<file path="config.mk">
export PLATFORM = sky130hd
export DESIGN_NAME = utf8_boundary_codepoint_classifier
export DESIGN_NICKNAME = d
export VERILOG_FILES = /design/src/design/ubcc_pkg.sv /design/src/design/utf8_boundary_codepoint_classifier.sv /design/src/design/ubcc_scan.sv /design/src/design/ubcc_decode.sv /design/src/design/ubcc_classify.sv
export SDC_FILE = /design/constraint.sdc
export NUM_CORES = 1
export LEC_CHECK = 0
export BUFFER_PORTS_ARGS = -buffer_cell sky130_fd_sc_hd__clkbuf_2
export CAP_MARGIN = 40
export CORE_MARGIN = 2
export CORE_UTILIZATION = 55
export DETAILED_ROUTE_END_ITERATION = 16
export PLACE_DENSITY = 0.77
export SETUP_SLACK_MARGIN = 0.4
export SLEW_MARGIN = 20
export SYNTH_ARGS = -nofsm -noshare
export SYNTH_HDL_FRONTEND = slang
export SYNTH_SLANG_ARGS = --single-unit
</file>
<file path="constraint.sdc">
create_clock -name clock -period 3.7 [get_ports clock]
set_clock_uncertainty 0.1 [all_clocks]
set_input_delay 0.185 -clock clock [delete_from_list [all_inputs] [get_ports clock]]
set_output_delay 0.185 -clock clock [all_outputs]
set_load 0.01 [all_outputs]
</file>
<file path="src/design/ubcc_pkg.sv">
// Shared types and constants for the UTF-8 boundary code point classifier.
package ubcc_pkg;

   localparam int unsigned BYTE_W = 8;
   localparam int unsigned CP_W = 21;
   localparam int unsigned CLS_W = 3;
   localparam int unsigned CNT_W = 3;
   localparam int unsigned REQ_DATA_W = 40;
   localparam int unsigned RSP_DATA_W = 24;

   localparam logic [CLS_W-1:0] CLS_INVALID = 3'd0;
   localparam logic [CLS_W-1:0] CLS_ASCII_SPACE = 3'd1;
   localparam logic [CLS_W-1:0] CLS_ASCII_OTHER = 3'd2;
   localparam logic [CLS_W-1:0] CLS_UNI_SPACE = 3'd3;
   localparam logic [CLS_W-1:0] CLS_UNI_OTHER = 3'd4;

   localparam logic [1:0] LEN_ONE = 2'd0;
   localparam logic [1:0] LEN_TWO = 2'd1;
   localparam logic [1:0] LEN_THREE = 2'd2;
   localparam logic [1:0] LEN_FOUR = 2'd3;

   localparam logic [CP_W-1:0] CP_SPACE = 21'h000020;
   localparam logic [CP_W-1:0] CP_MAX = 21'h10FFFF;

   typedef struct packed {
      logic [BYTE_W-1:0] byte_prev_1;
      logic [BYTE_W-1:0] byte_prev_2;
      logic [BYTE_W-1:0] byte_prev_3;
      logic [BYTE_W-1:0] byte_prev_4;
      logic [CNT_W-1:0] bytes_available;
   } req_type;

   typedef struct packed {
      logic [BYTE_W-1:0] lead;
      logic [BYTE_W-1:0] byte_prev_1;
      logic [5:0] tail_2;
      logic [5:0] tail_3;
      logic [1:0] len_code;
      logic text_start;
      logic strict_mode;
   } scan_type;

   typedef struct packed {
      logic [CP_W-1:0] code_point;
      logic point_valid;
      logic strict_mode;
   } dec_type;

   typedef struct packed {
      logic [CP_W-1:0] code_point;
      logic [CLS_W-1:0] point_class;
      logic point_valid;
      logic prior_is_space;
   } rsp_type;

   function automatic logic ascii_ws(input logic [CP_W-1:0] c);
      ascii_ws = (c == 21'h20) || (c >= 21'h09 && c <= 21'h0D);
   endfunction

   function automatic logic uni_ws(input logic [CP_W-1:0] c);
      uni_ws = (c == 21'h0085) || (c == 21'h00A0) || (c == 21'h1680) ||
               (c == 21'h2028) || (c == 21'h2029) || (c == 21'h202F) ||
               (c == 21'h205F) || (c == 21'h2060) || (c == 21'h3000) ||
               (c >= 21'h2000 && c <= 21'h200A);
   endfunction

   function automatic logic is_cont(input logic [BYTE_W-1:0] b);
      is_cont = (b[7:6] == 2'b10);
   endfunction

endpackage

</file>
<file path="src/design/utf8_boundary_codepoint_classifier.sv">
// Top level of the UTF-8 boundary code point classifier.
//
// Channel   Direction   Contents
// req_      in          bytes before a chunk boundary and their count
// rsp_      out         last code point, its class and space flag
// csr_      in          strict_mode register write
//
// A transaction passes one register per stage (scan, decode, classify) from req_
// to rsp_, and a new one may enter in every cycle unless rsp_ stalls a full pipeline.
// Reset clears the stage valid bits and sets strict_mode to 0.
// Each stage holds its transaction while the stage after it is full and stalled.
module utf8_boundary_codepoint_classifier
   import ubcc_pkg::*;
(
   input  logic clock,
   input  logic reset,
   input  logic req_tvalid,
   output logic req_tready,
   // byte_prev_1, byte_prev_2, byte_prev_3, byte_prev_4, bytes_available, zero fill
   input  logic [REQ_DATA_W-1:0] req_tdata,
   output logic rsp_tvalid,
   input  logic rsp_tready,
   // code_point, point_valid, prior_is_space, zero fill
   output logic [RSP_DATA_W-1:0] rsp_tdata,
   // point_class
   output logic [CLS_W-1:0] rsp_tuser,
   input  logic csr_wr_en,
   input  logic [0:0] csr_wr_data
);

   logic strict_mode_ff;
   req_type req_data;
   scan_type scan_data;
   dec_type dec_data;
   rsp_type rsp_data;
   logic scan_valid, scan_ready;
   logic dec_valid, dec_ready;

   always_ff @(posedge clock) begin
      if (reset) begin
         strict_mode_ff <= 1'b0;
      end else if (csr_wr_en) begin
         strict_mode_ff <= csr_wr_data[0];
      end
   end

   assign req_data.byte_prev_1 = req_tdata[7:0];
   assign req_data.byte_prev_2 = req_tdata[15:8];
   assign req_data.byte_prev_3 = req_tdata[23:16];
   assign req_data.byte_prev_4 = req_tdata[31:24];
   assign req_data.bytes_available = req_tdata[34:32];

   ubcc_scan u_scan (
      .clock(clock),
      .reset(reset),
      .strict_mode(strict_mode_ff),
      .in_valid(req_tvalid),
      .in_ready(req_tready),
      .in_data(req_data),
      .out_valid(scan_valid),
      .out_ready(scan_ready),
      .out_data(scan_data)
   );

   ubcc_decode u_decode (
      .clock(clock),
      .reset(reset),
      .in_valid(scan_valid),
      .in_ready(scan_ready),
      .in_data(scan_data),
      .out_valid(dec_valid),
      .out_ready(dec_ready),
      .out_data(dec_data)
   );

   ubcc_classify u_classify (
      .clock(clock),
      .reset(reset),
      .in_valid(dec_valid),
      .in_ready(dec_ready),
      .in_data(dec_data),
      .out_valid(rsp_tvalid),
      .out_ready(rsp_tready),
      .out_data(rsp_data)
   );

   assign rsp_tdata = {1'b0, rsp_data.prior_is_space, rsp_data.point_valid,
                       rsp_data.code_point};
   assign rsp_tuser = rsp_data.point_class;

endmodule

</file>
<file path="src/design/ubcc_scan.sv">
// First stage: saturates the count, backs up over continuation bytes and picks the lead byte.
module ubcc_scan
   import ubcc_pkg::*;
(
   input  logic clock,
   input  logic reset,
   input  logic strict_mode,
   input  logic in_valid,
   output logic in_ready,
   input  req_type in_data,
   output logic out_valid,
   input  logic out_ready,
   output scan_type out_data
);

   logic valid_ff, valid_in;
   scan_type data_ff, data_in;
   logic [CNT_W-1:0] count;
   logic [1:0] len_code;

   assign in_ready = !valid_ff || out_ready;

   always_comb begin
      count = (in_data.bytes_available > 3'd4) ? 3'd4 : in_data.bytes_available;
      len_code = LEN_ONE;
      if (count > 3'd1 && is_cont(in_data.byte_prev_1)) begin
         len_code = LEN_TWO;
         if (count > 3'd2 && is_cont(in_data.byte_prev_2)) begin
            len_code = LEN_THREE;
            if (count > 3'd3 && is_cont(in_data.byte_prev_3)) begin
               len_code = LEN_FOUR;
            end
         end
      end
      data_in.byte_prev_1 = in_data.byte_prev_1;
      data_in.tail_2 = in_data.byte_prev_2[5:0];
      data_in.tail_3 = in_data.byte_prev_3[5:0];
      data_in.len_code = len_code;
      data_in.text_start = (count == 3'd0);
      data_in.strict_mode = strict_mode;
      case (len_code)
         LEN_ONE: data_in.lead = in_data.byte_prev_1;
         LEN_TWO: data_in.lead = in_data.byte_prev_2;
         LEN_THREE: data_in.lead = in_data.byte_prev_3;
         default: data_in.lead = in_data.byte_prev_4;
      endcase
      valid_in = in_ready ? in_valid : valid_ff;
   end

   always_ff @(posedge clock) begin
      if (reset) begin
         valid_ff <= 1'b0;
      end else begin
         valid_ff <= valid_in;
      end
   end

   always_ff @(posedge clock) begin
      if (in_ready) begin
         data_ff <= data_in;
      end
   end

   assign out_valid = valid_ff;
   assign out_data = data_ff;

endmodule

</file>
<file path="src/design/ubcc_decode.sv">
// Second stage: in strict mode, decodes UTF-8 and rejects bad forms.
module ubcc_decode
   import ubcc_pkg::*;
(
   input  logic clock,
   input  logic reset,
   input  logic in_valid,
   output logic in_ready,
   input  scan_type in_data,
   output logic out_valid,
   input  logic out_ready,
   output dec_type out_data
);

   logic valid_ff, valid_in;
   dec_type data_ff, data_in;
   logic [BYTE_W-1:0] lead;
   logic [5:0] t1;
   logic [CP_W-1:0] val;
   logic [CP_W-1:0] minv;
   logic lead_ok;
   logic [1:0] need;
   logic ok;

   assign in_ready = !valid_ff || out_ready;

   always_comb begin
      lead = in_data.lead;
      t1 = in_data.byte_prev_1[5:0];
      lead_ok = 1'b1;
      need = LEN_ONE;
      val = {13'd0, lead};
      minv = 21'd0;
      if (lead < 8'h80) begin
         need = LEN_ONE;
      end else if (lead >= 8'hC2 && lead <= 8'hDF) begin
         need = LEN_TWO;
         val = {10'd0, lead[4:0], t1};
         minv = 21'h80;
      end else if (lead >= 8'hE0 && lead <= 8'hEF) begin
         need = LEN_THREE;
         val = {5'd0, lead[3:0], in_data.tail_2, t1};
         minv = 21'h800;
      end else if (lead >= 8'hF0 && lead <= 8'hF4) begin
         need = LEN_FOUR;
         val = {lead[2:0], in_data.tail_3, in_data.tail_2, t1};
         minv = 21'h10000;
      end else begin
         lead_ok = 1'b0;
      end
      ok = lead_ok && (need == in_data.len_code) && (val >= minv) && (val <= CP_MAX) &&
           !(val >= 21'hD800 && val <= 21'hDFFF);
      data_in.strict_mode = in_data.strict_mode;
      if (in_data.text_start) begin
         data_in.code_point = CP_SPACE;
         data_in.point_valid = 1'b1;
      end else if (!in_data.strict_mode) begin
         data_in.code_point = {13'd0, in_data.byte_prev_1};
         data_in.point_valid = 1'b1;
      end else begin
         data_in.code_point = ok ? val : 21'd0;
         data_in.point_valid = ok;
      end
      valid_in = in_ready ? in_valid : valid_ff;
   end

   always_ff @(posedge clock) begin
      if (reset) begin
         valid_ff <= 1'b0;
      end else begin
         valid_ff <= valid_in;
      end
   end

   always_ff @(posedge clock) begin
      if (in_ready) begin
         data_ff <= data_in;
      end
   end

   assign out_valid = valid_ff;
   assign out_data = data_ff;

endmodule

</file>
<file path="src/design/ubcc_classify.sv">
// Third stage: assigns the class and the whitespace flag to the decoded code point.
module ubcc_classify
   import ubcc_pkg::*;
(
   input  logic clock,
   input  logic reset,
   input  logic in_valid,
   output logic in_ready,
   input  dec_type in_data,
   output logic out_valid,
   input  logic out_ready,
   output rsp_type out_data
);

   logic valid_ff, valid_in;
   rsp_type data_ff, data_in;
   logic [CLS_W-1:0] cls;

   assign in_ready = !valid_ff || out_ready;

   always_comb begin
      if (!in_data.point_valid) begin
         cls = CLS_INVALID;
      end else if (in_data.code_point <= 21'h7F) begin
         cls = ascii_ws(in_data.code_point) ? CLS_ASCII_SPACE : CLS_ASCII_OTHER;
      end else if (in_data.strict_mode && uni_ws(in_data.code_point)) begin
         cls = CLS_UNI_SPACE;
      end else begin
         cls = CLS_UNI_OTHER;
      end
      data_in.code_point = in_data.code_point;
      data_in.point_class = cls;
      data_in.point_valid = in_data.point_valid;
      data_in.prior_is_space = (cls == CLS_ASCII_SPACE) || (cls == CLS_UNI_SPACE);
      valid_in = in_ready ? in_valid : valid_ff;
   end

   always_ff @(posedge clock) begin
      if (reset) begin
         valid_ff <= 1'b0;
      end else begin
         valid_ff <= valid_in;
      end
   end

   always_ff @(posedge clock) begin
      if (in_ready) begin
         data_ff <= data_in;
      end
   end

   assign out_valid = valid_ff;
   assign out_data = data_ff;

endmodule

</file>
### Word level (Yosys, flattened, before mapping)

Index checks and enable logic that the tools add are counted.

* mux-type cells: 27
* bitwise operators: 2
* $lt $le $gt $ge: 20
* reduce and logical (&&, ||, !) cells: 36
* eq/ne operators: 18

Operator list (number)
* $mux 21: 7
* $eq 21x14->1 const B: 6
* $eq 21x8->1 const B: 2
* $ge 8x8->1 const B: 3
* $le 8x8->1 const B: 3
* $pmux 8 s3: 1
* $eq 21x13->1 const B: 1
* $eq 21x6->1 const B: 1
* $ge 21x14->1 const B: 1
* $ge 21x16->1 const B: 1
* $ge 21x21->1: 1
* $ge 21x4->1 const B: 1
* $le 21x14->1 const B: 1
* $le 21x16->1 const B: 1
* $le 21x21->1 const B: 1
* $le 21x4->1 const B: 1
* $le 21x7->1 const B: 1
* $mux 17: 1
* $logic_and 1x1->1: 14
* $logic_or 1x1->1: 14
* $mux 2: 7
* $mux 3: 4
* $mux 9: 1
* $eq 2x2->1 const B: 4
* other kinds (16): 25

* input bits: 46
* register bits: 85

### Depth between registers and ports, before layout

* word-level depth: 16
* gate-level depth with buffers: 12
* depth with buffers taken out: 10

### By module

A second synthesis with hierarchy kept.

* cells, all modules: 344
* area, all modules: 4330.4 µm²

Modules (own cells, without submodules)
* ubcc_decode: instances 1, area an instance 1765.4 µm², cells each 171
* ubcc_scan: instances 1, area an instance 1335.0 µm², cells each 86
* ubcc_classify: instances 1, area an instance 1184.9 µm², cells each 82
* utf8_boundary_codepoint_classifier: instances 1, area an instance 45.0 µm², cells each 5

### Worst setup path before layout

OpenSTA, ideal clock, no wires.

* path kind: register -> register
* start: reg u_scan.data_ff, in the netlist u_scan.out_data[24]
* end: reg u_decode.data_ff, in the netlist u_decode.out_data[2] (data pin)
* buffers on the path: 1
* library setup time: 0.132 ns
* data arrival time: 2.968 ns
* stages on the path, launching flop included: 11
* required time: 3.468 ns
* period minus slack after synthesis: 3.200 ns
* path slack: 0.500 ns
* cell sequence: edfxtp_1 -> buf_6 -> o21a_1 -> nor3_2 -> inv_1 -> ha_1 -> nand4_1 -> or4_4 -> o311a_4 -> o31ai_4 -> a32o_2

* longest elaborated chain between the ends: 13

RTL lines
* start: declaration: line ubcc_scan.sv:17 `scan_type data_ff, data_in;`
* start signal: assignment: line ubcc_scan.sv:60 `data_ff <= data_in;`
* branches (longest 11 deep; another with $ge 21x21->1)
* $mux 8 *: line ubcc_decode.sv:61 `data_in.code_point = ok ? val : 21'd0;`
* $mux 9 *: line ubcc_decode.sv:57 `end else if (!in_data.strict_mode) begin`
* end signal: assignment: line ubcc_decode.sv:77 `data_ff <= data_in;`
* end: declaration: line ubcc_decode.sv:16 `dec_type data_ff, data_in;`

Every way passes the cells marked *.
A chain may end at the register's enable or synchronous reset.

### Worst setup path in the final report

* start: reg u_scan.data_ff, in the netlist u_scan.out_data[26]
* end: reg u_decode.data_ff, in the netlist u_decode.out_data[2] (data pin)

The elaborated chain is that of the path after synthesis.

==> flow_summary.ini <==
[run_status]
outcome = complete, no violations

[clocking]
cts_buffers = 9
root_buffer = clkbuf_8
clock_path_buffers = 2
clk_pin_slew_ns = 0.08
cts_tree = built
clock_latency_ns = 0.36
htree_levels = 3
clock-sinks = 85

[power]
leakagePower_nw = 2.04
power_per_cell_area_nw_per_um2 = 398
max-vdd-ir-drop_v = 0.000216

[route]
avgRoutedWirePerCell_um = 16.3
via_per_inst = 5.77
drt_iter0_markers = 298
drc_errors = 0
ant_nets = 0
vias = 3130
routed_wl_mm = 8.83
dr.pass1.iters = 5

[yosys]
netlist-cell-type-count = 70
async_reset_ff_share_pct = 0
ys_warn_count = 0
synth-edff-count = 81
synth_area_leader_cell = edfxtp_1
synth_top_family_by_area = simple AND/OR/NAND/NOR gates
synth_most_common_cell = edfxtp_1
synth-main-ff-cell = edfxtp_1
synth_seq_area_share_pct = 61.7
synth.top_cell.area_share_pct = 59.8
synth_mux_area_share_pct = 0.246
synth_compound_area_share_pct = 15.4
synthCells = 319
synth_xor_area_share_pct = 0.215
syn_avg_cell_area_um2 = 12.8
synthTopCellsByArea = edfxtp_1, nor2_1, nor3_1
synth_seq_cells = 85
yosys.area_share.simple_pct = 18.2
synth_nets = 368
ys_top_cells_by_count = edfxtp_1, nor2_1, nor3_1, o21ai_0, inv_1
synth_area_um2 = 4070
yosys.area_share.adder_pct = 0.923

[sta]
fin_setup_tns_ns = 0
hold_viol_final = 0
rsz0062_at_grt = yes
period_needed_ns = 3.24
setup_viol = 0
finalMaxSlewViolations = 0
fin_crit_sh_pct = 87.6
max_slew.worst_pin.slew_ns = 0.799
fmax_ghz = 0.309
hold_ws_ns = 0.0164
maxSlewHeadroom_pct = 46.6

[grt]
grtUsageTotal_pct = 21.5
first_global_vias = 2861
antenna_found_initial = 0
grt-ovfl-total = 0
grt_max_degree = 34
grt_pass1_wl_mm = 13.8

[worst_setup_path]
arrival_ns = 3.36
crit_path_start_kind = flip-flop
max_stage_delay_ns = 0.59
critPathKind = reg -> reg
critPathLaunch = u_scan.out_data[26]
r2r-end = u_decode.out_data[2]
path_max_fanout = 6
required_ns = 3.82
r2r_cells = 9
r2r_start = u_scan.out_data[26]
cp_cell_sequence = or4_4 > nand2_4 > o221ai_4 > ha_4 > nand4_1 > or4_4 > o311a_4 > o31ai_4 > a32o_2
endpoint_kind = flip-flop
cp_common_cell = or4_4
rrSetupSlack_ns = 0.46
cp_slowest_cell = or4_4

[place]
gp_congestion = 0.912
numPortBuffers = 68
hpwl_mm = 6.09

[min_path]
min_path_type = in -> reg
min_from = rsp_tready
worstHoldPathCells = 4
whs_endpoint = u_classify.out_valid

[job]
drv_cap = 0

[final_layout]
area_growth_pct = 26.7
fillers = 506
nets = 487
antennaDiodeCount = 0
drive_gt1_share_pct = 34.5

[floorplan]
core-area_um2 = 7210
ioPinCount = 75
die-height_um = 90.0
num_rows = 31
fp.dieW_um = 90.0
start_util_pct = 56.4
dieArea_um2 = 8100
-- final cells by class --
type                    count  area (um2)  area share [%]
clock buffers               9         124            2.40
clock inverters             7        50.0           0.971
inverters                  13        48.8           0.946
multi-input cells         210        1500            29.0
flip-flops and latches     85        2510            48.7
well taps                  99         124            2.40
repair buffers            119         800            15.5
-- metal layers --
metal / vias to the layer above / track usage, % / wire [um]
met5: - / 0 / 0
met4: 0 / 11.8 / 319
met3: 32 / 3.52 / 509
met2: 155 / 37.3 / 4430
met1: 1444 / 25.5 / 3580
li1: 1499 / - / -
-- through the flow --
| step | total power, mW | setup slack, ns | utilization, % | cells | area [um2] |
|---|---|---|---|---|---|
| 3_5_place_dp | 1.43 | 0.413 | 63.0 | 487 | 4540 |
| 4_1_cts | 2.03 | 0.448 | 68.9 | 528 | 4970 |
| 5_1_grt | 2.13 | 0.373 | 71.5 | 542 | 5160 |
| 3_3_place_gp | 1.42 | 0.443 | 63.0 | 487 | 4540 |
| 6_report | 2.05 | 0.461 | 71.5 | 542 | 5160 |
| 2_1_floorplan | 1.34 | 0.500 | - | 319 | 4070 |
-- how the worst max path moves through the flow --
stage                                       to  slack (ns)  depth (start not counted)
after floorplan           u_decode.out_data[2]        0.50                         10
after global placement    u_decode.out_data[7]        0.44                          9
after detailed placement  u_decode.out_data[7]        0.41                          9
after CTS                 u_decode.out_data[2]        0.45                          9
after global routing      u_decode.out_data[2]        0.37                         10
final                     u_decode.out_data[2]        0.46                          9
-- sequential cells by signal (all words and copies together) (netlist names) --
signal,flops
strict_mode_ff,1
u_scan.out_valid,1
u_decode.out_data,23
u_scan.out_data,32
u_decode.out_valid,1
u_classify.out_valid,1
u_classify.out_data,26
-- cells in the final DEF (no fill, tap or decap), types with 3 or more instances in the layout --
master	instances
or3b_2	3
nor3_1	21
or4_1	3
a22oi_1	6
clkbuf_2	68
inv_1	12
nor2_1	38
and2_1	3
nor3_2	5
o221a_2	6
a32o_2	4
nor2b_1	7
nand3_1	4
o21ai_0	17
edfxtp_1	81
buf_4	25
nand4_1	4
o21a_1	3
dlygate4sd3_1	23
a31oi_1	3
a21oi_1	9
nand2_1	11
clkbuf_8	9
dfxtp_1	4
nand4b_1	3
-- timing repair --
action	4_1_cts	5_1_grt
resized for setup	3	9
setup endpoints to repair	11	18
hold endpoints to repair	24	0
setup buffers	2	12
hold buffers	23	0
pin swaps	5	4
-- cells by family after synthesis --
kind of cell / count (synthesis)
buffers and inverters: 24
AND/OR/NAND/NOR: 128
AO/OA/AOI/OAI: 76
flip-flops: 85
other: 1
multiplexers: 1
adder cells (fa/ha/maj): 3
XOR/XNOR: 1
-- critical path, delay by kind of cell (launching register included) --
kind | cells | cell delay [ns]
adders and majority gates | 1 | 0.28
DFF | 1 | 0.39
and+or+nand+nor | 4 | 1.31
AOI/OAI and AO/OA | 4 | 1.02
-- where the power goes --
part	switching, mW	internal (mW)
clock	0.336	0.246
sequential	0.0431	1.11
combinational	0.165	0.149
total	0.544	1.51
Note: power is estimated with default switching activity, not from simulation.
